<file path="src/hw/rtl/bb3_pkg.sv">
`default_nettype none

package bb3_pkg;

  // configuration port
  localparam int CFG_IDX_W  = 1;
  localparam int CFG_DATA_W = 12;

  localparam logic [CFG_IDX_W-1:0] CFG_FRAME_WIDTH  = 1'b0;
  localparam logic [CFG_IDX_W-1:0] CFG_FRAME_HEIGHT = 1'b1;

  localparam logic [9:0]  FRAME_WIDTH_RST  = 10'd320;
  localparam logic [11:0] FRAME_HEIGHT_RST = 12'd240;

  // request commands
  localparam logic CMD_PIXEL = 1'b0;
  localparam logic CMD_DRAIN = 1'b1;

  // window column taps
  localparam logic [1:0] TAP_LEFT  = 2'd0;
  localparam logic [1:0] TAP_MID   = 2'd1;
  localparam logic [1:0] TAP_RIGHT = 2'd2;

  // channel masks and reciprocals for the divide by 3 and by 9
  localparam logic [5:0]  MASK5    = 6'h1F;
  localparam logic [5:0]  MASK6    = 6'h3F;
  localparam logic [11:0] RECIP3   = 12'd2731;  // 2^13 / 3, rounded up
  localparam logic [11:0] RECIP9   = 12'd3641;  // 2^15 / 9, rounded up

  typedef struct packed {
    logic        cmd;
    logic [15:0] pixel_in;
  } in_req_t;

  typedef struct packed {
    logic [15:0] blurred_pixel;
    logic        frame_end;
  } out_req_t;

  // controller to datapath
  typedef struct packed {
    logic       accept;
    logic       acc_clear;
    logic       fetch;
    logic [1:0] fetch_tap;
    logic       divide;
    logic       load;
  } dp_cmd_t;

  // datapath to controller
  typedef struct packed {
    logic ready;
    logic out_busy;
  } dp_stat_t;

endpackage

`default_nettype wire

</file>
<file path="src/hw/rtl/bb3_ctrl.sv">
`default_nettype none

module bb3_ctrl (
  input  wire logic              clk,
  input  wire logic              rst,
  input  wire logic              in_valid,
  output logic                   in_stall,
  input  wire bb3_pkg::dp_stat_t stat,
  output bb3_pkg::dp_cmd_t       cmd
);

  typedef enum logic [2:0] {
    IDLE,
    CHECK,
    FETCH_L,
    FETCH_M,
    FETCH_R,
    SETTLE,
    DIVIDE,
    LOAD
  } state_t;

  state_t state;

  // input side is open only between items
  assign in_stall = (state != IDLE);

  // command decode
  always_comb begin
    cmd = '0;
    unique case (state)
      IDLE: begin
        cmd.accept = in_valid;
      end
      CHECK: begin
        cmd.acc_clear = stat.ready;
      end
      FETCH_L: begin
        cmd.fetch     = 1'b1;
        cmd.fetch_tap = bb3_pkg::TAP_LEFT;
      end
      FETCH_M: begin
        cmd.fetch     = 1'b1;
        cmd.fetch_tap = bb3_pkg::TAP_MID;
      end
      FETCH_R: begin
        cmd.fetch     = 1'b1;
        cmd.fetch_tap = bb3_pkg::TAP_RIGHT;
      end
      SETTLE: begin
      end
      DIVIDE: begin
        cmd.divide = 1'b1;
      end
      LOAD: begin
        cmd.load = !stat.out_busy;
      end
    endcase
  end

  // state register
  always_ff @(posedge clk) begin
    if (rst) begin
      state <= IDLE;
    end else begin
      unique case (state)
        IDLE:    if (in_valid) state <= CHECK;
        CHECK:   state <= stat.ready ? FETCH_L : IDLE;
        FETCH_L: state <= FETCH_M;
        FETCH_M: state <= FETCH_R;
        FETCH_R: state <= SETTLE;
        SETTLE:  state <= DIVIDE;
        DIVIDE:  state <= LOAD;
        LOAD:    if (!stat.out_busy) state <= IDLE;
      endcase
    end
  end

endmodule

`default_nettype wire

</file>
<file path="config.mk">
export PLATFORM = sky130hd
export DESIGN_NAME = bb3_ctrl
export DESIGN_NICKNAME = d
export VERILOG_FILES = /design/src/hw/rtl/bb3_pkg.sv /design/src/hw/rtl/bb3_ctrl.sv
export SDC_FILE = /design/constraint.sdc
export NUM_CORES = 1
export LEC_CHECK = 0
export ABC_AREA = 1
export BUFFER_PORTS_ARGS = -buffer_cell sky130_fd_sc_hd__buf_2
export CORE_AREA = 2 2 39 41
export CTS_CLUSTER_SIZE = 14
export DETAILED_ROUTE_END_ITERATION = 10
export DIE_AREA = 0 0 41 43
export PLACE_DENSITY = 0.48
export SETUP_SLACK_MARGIN = 0.05
export SYNTH_ARGS = -nofsm -noshare
export SYNTH_HDL_FRONTEND = slang
export SYNTH_SLANG_ARGS = --single-unit
</file>
<file path="constraint.sdc">
create_clock -name clk -period 2.45 [get_ports clk]
set_clock_uncertainty 0.1 [all_clocks]
set_input_delay 0.1225 -clock clk [delete_from_list [all_inputs] [get_ports clk]]
set_output_delay 0.1225 -clock clk [all_outputs]
set_load 0.02 [all_outputs]
</file>
---- After elaboration in Yosys (flattened, before gate mapping) ----
Cells that the tools add are included.
word-level totals
  register bits ........................... 3
  bits in latches ......................... 0
  RAM bits ................................ 0
  memory bits (read-only) ................. 0
  bits of input ports ..................... 5
  output and inout bits ................... 8
  logic and storage cells ................. 23
  memories ................................ 0
cells by class
  $add $sub $neg .......................... 0
  $mul .................................... 0
  div/mod/pow operators ................... 0
  order comparisons ....................... 0
  equality and inequality tests ........... 9
  shift operators ......................... 0
  mux-type cells .......................... 9
  bitwise logic cells ..................... 0
  reduce and logical (&&, ||, !) cells .... 4
operator list
  operator              number
  $pmux W3 S8           1
  $eq A3 B3 Y1 const B  4
  $pmux W3 S3           1
  $eq A3 B2 Y1 const B  2
  $mux W3               2
  $mux W1               4
  $ne A2 B2 Y1 const B  2
  $eq A3 B1 Y1 const B  1
  $logic_not A3 Y1      1
  $reduce_bool A3 Y1    1
  $mux W2               1
  $reduce_and A2 Y1     1
  $logic_not A1 Y1      1

---- Depth between registers and ports, before layout ----
  depth after elaboration ................. 3
  depth in mapped cells ................... 8

---- Least setup slack after synthesis ----
No wires, ideal clock.
  path kind ............................... reg-to-output
  start point ............................. register state[2]
  end point ............................... output port cmd[4] in the netlist's numbering
  arrival time ............................ 1,279 ps
  data required time ...................... 2,227 ps
  setup slack ............................. 949 ps
  stages on the path, launching flop included .. 5
  path buffers ............................ 1
  cells stage by stage .................... dfxtp_1 buf_6 inv_2 nor3_1 o21bai_1
RTL lines
  element                 line            RTL
  from (decl)             bb3_ctrl.sv:23  state_t state;
  from (signal assigned)  bb3_ctrl.sv:68  CHECK: state <= stat.ready ? FETCH_L : IDLE;
  to (decl)               bb3_ctrl.sv:9   output bb3_pkg::dp_cmd_t cmd

==> results.sh <==
export IMPL_maxCapViolCount=0
export IMPL_power_density_nw_per_um2=608
export IMPL_crit_path_end_kind="output pin"
export IMPL_clockBufferDepth=2
export IMPL_postCtsSetupBuffers=0
export IMPL_fin_setup_tns_ns=0
export IMPL_port_buffers=12
export IMPL_min_to="state[0]"
export IMPL_relSlewSlack_pct=81.5
export IMPL_fin_cells=68
export IMPL_arrival_ns=1.27
export IMPL_hold_buffers=1
export IMPL_die_x_um=41
export IMPL_clkTransAtPathRegs_ns=0.04
export IMPL_synth_nets=42
export IMPL_htree_levels=1
export IMPL_yosys_top_cells_area="dfxtp_1 (27%), nand2_1 (12%), buf_6 (10%)"
export IMPL_min_path_cells=3
export IMPL_grt_pass1_vias=196
export IMPL_min_period_over_period_pct=60.9
export IMPL_hold_slack_ns=0.0624
export IMPL_yosys_warnings=0
export IMPL_io_pins=13
export IMPL_seqPwrFrac_pct=30.9
export IMPL_antenna_found_initial=0
export IMPL_synth_commonest_cells="nand2_1 (7), inv_1 (6), nor2_1 (6), dfxtp_1 (3), nand3_1 (3)"
export IMPL_p_comb_share_pct=23.8
export IMPL_crit_type="flop to output pin"
export IMPL_required_ns=2.23
export IMPL_ys_seq_area_share_pct=26.7
export IMPL_yosysUniqueCellTypes=14
export IMPL_vias=275
export IMPL_synth_edf_count=0
export IMPL_synth_largest_area_cell="dfxtp_1"
export IMPL_period_needed_ns=1.49
export IMPL_p_int_uw=131
export IMPL_viasPerCell=4.04
export IMPL_grt_overflow_total=0
export IMPL_netlist_area_sq_um=225
export IMPL_core_sq_um=1380
export IMPL_top_regs="state (3)"
export IMPL_post_route_cells_drive_above_1_share_pct=34.6
export IMPL_path_max_fanout=8
export IMPL_cts_buffers=3
export IMPL_r2r_start="state[2]"
export IMPL_grt_total_usage_pct=6.92
export IMPL_wire_per_inst_um=8.06
export IMPL_nNetsFinal=58
export IMPL_ir_worst_vdd_uv=331
export IMPL_swShare_pct=32.4
export IMPL_rr_worst_depth=7
export IMPL_num_rows=14
export IMPL_avgSynthCellArea_sq_um=6.09
export IMPL_dp_slack_ns=1.22
export IMPL_worst_pin_slew_ns=0.277
export IMPL_synthToLayoutAreaGrowth_pct=41.7
export IMPL_tritoncts="yes"
export IMPL_initial_utilization_pct=16.3
export IMPL_r2r_setup_slack_ns=1.30
export IMPL_finalSetupViolations=0
export IMPL_final_hold_viol_count=0
export IMPL_synth_top_cell_area_share_pct=26.7
export IMPL_wirelength_um=548
export IMPL_drt_iter0_drc=8
export IMPL_status="complete, no violations"
export IMPL_largest_reg_flops=3
export IMPL_cts_sinks=3
export IMPL_max_freq_ghz=0.670
export IMPL_synth_cells=37
export IMPL_start_kind="flop"
export IMPL_fp_dieH_um=43
export IMPL_ctsResizeCount=0
export IMPL_grt_pass1_wl_um=765
export IMPL_dp_cells=63
export IMPL_hp_class="input port to flop"
export IMPL_synthFlopType="dfxtp_1"
export IMPL_finalMaxSlewViolations=0
export IMPL_synth_ff_latch_count=3
export IMPL_drtAntennaViolNets=0
export IMPL_cts_root_buf="clkbuf_4"
export IMPL_clk_latency_ns=0.23
export IMPL_gp_congestion=0.705
export IMPL_rr_endpoint="state[1]"
export IMPL_p_sw_uw=62.8
export IMPL_async_flop_share_pct=0
export IMPL_grt_start_max_net_pins=9
export IMPL_die_area_sq_um=1760
export IMPL_hp_start="in_valid"
export IMPL_layout_setup_ws_ns=0.957
export IMPL_yosysMostFrequentCell="nand2_1"
export IMPL_antennaDiodeCount=0
export IMPL_p_leak_uw=0.000190
export IMPL_pwr_share_clk_pct=45.3
export IMPL_drc=0
export IMPL_rsz0062_at_grt="no"
export IMPL_firstDrtPassIters=4
export IMPL_place_hpwl_um=424
export IMPL_largest_register="state"
-- cell families (layout without fill, tap and decap cells) --
logic type | after synthesis | count (layout) | synth area share, %
buffers and inverters | 10 | 25 | 23.3
flip-flops | 3 | 3 | 26.7
AO/OA/AOI/OAI | 4 | 4 | 11.7
AND/OR/NAND/NOR | 20 | 20 | 38.3
-- per-stage QoR --
stage                     area (sq um)  utilization [%]  power [uW]
after floorplan                    225                -        93.6
after global placement             283             20.4         106
after detailed placement           283             20.4         106
after CTS                          319             23.1         197
after global routing               319             23.1         208
final                              319             23.1         194
-- layout make-up --
class | count | area, sq um
Fill cell | 159 | 1060
Multi-Input combinational cell | 24 | 113
Timing Repair Buffer | 13 | 70.1
Sequential cell | 3 | 60.1
Inverter | 8 | 30.0
Clock buffer | 4 | 26.3
Tap cell | 16 | 20.0
-- layout by cell type, fill, tap and decap left out, types with 2 or more instances in the layout --
cell type   n
dfxtp_1     3
nor3_1      2
inv_2       2
buf_2      12
inv_1       6
nand3_1     3
nand2_1     7
clkbuf_4    3
nor2_1      6
-- metal layers --
| layer | vias up | GRT usage, % | routed length (um) | share of wire, % |
|---|---|---|---|---|
| met5 | - | 0 | 0 | 0 |
| met4 | 0 | 4.00 | 0 | 0 |
| met3 | 0 | 6.28 | 58 | 11 |
| met2 | 11 | 7.50 | 232 | 42 |
| met1 | 118 | 8.65 | 257 | 47 |
| li1 | 146 | - | - | - |
-- power by group through the flow --
stage / Combinational (uW) / Sequential, uW / Clock [uW]
6_report: 46.1 / 60.0 / 87.9
5_1_grt: 50.8 / 60.8 / 96.8
4_1_cts: 46.5 / 59.8 / 90.7
3_5_place_dp: 45.2 / 60.6 / 0
3_3_place_gp: 45.1 / 60.8 / 0
2_1_floorplan: 36.9 / 56.7 / 0
-- worst max-delay path by stage --
stage / start / end / slack (ns) / depth (start not counted)
after floorplan: state[2] / cmd[4] / 0.95 / 4
after global placement: state[2] / cmd[4] / 1.18 / 4
after detailed placement: state[2] / cmd[4] / 1.22 / 4
after CTS: state[2] / cmd[4] / 0.96 / 4
after global routing: state[2] / cmd[4] / 0.90 / 4
final: state[2] / cmd[4] / 0.96 / 4
-- worst max-delay path, stage by stage, from the launching register on --
cell and delay [ns]:
dfxtp_1 0.47, inv_2 0.10, nor3_1 0.17, o21bai_1 0.13, buf_2 0.17
No activity file was read; power rests on OpenSTA's default activity.
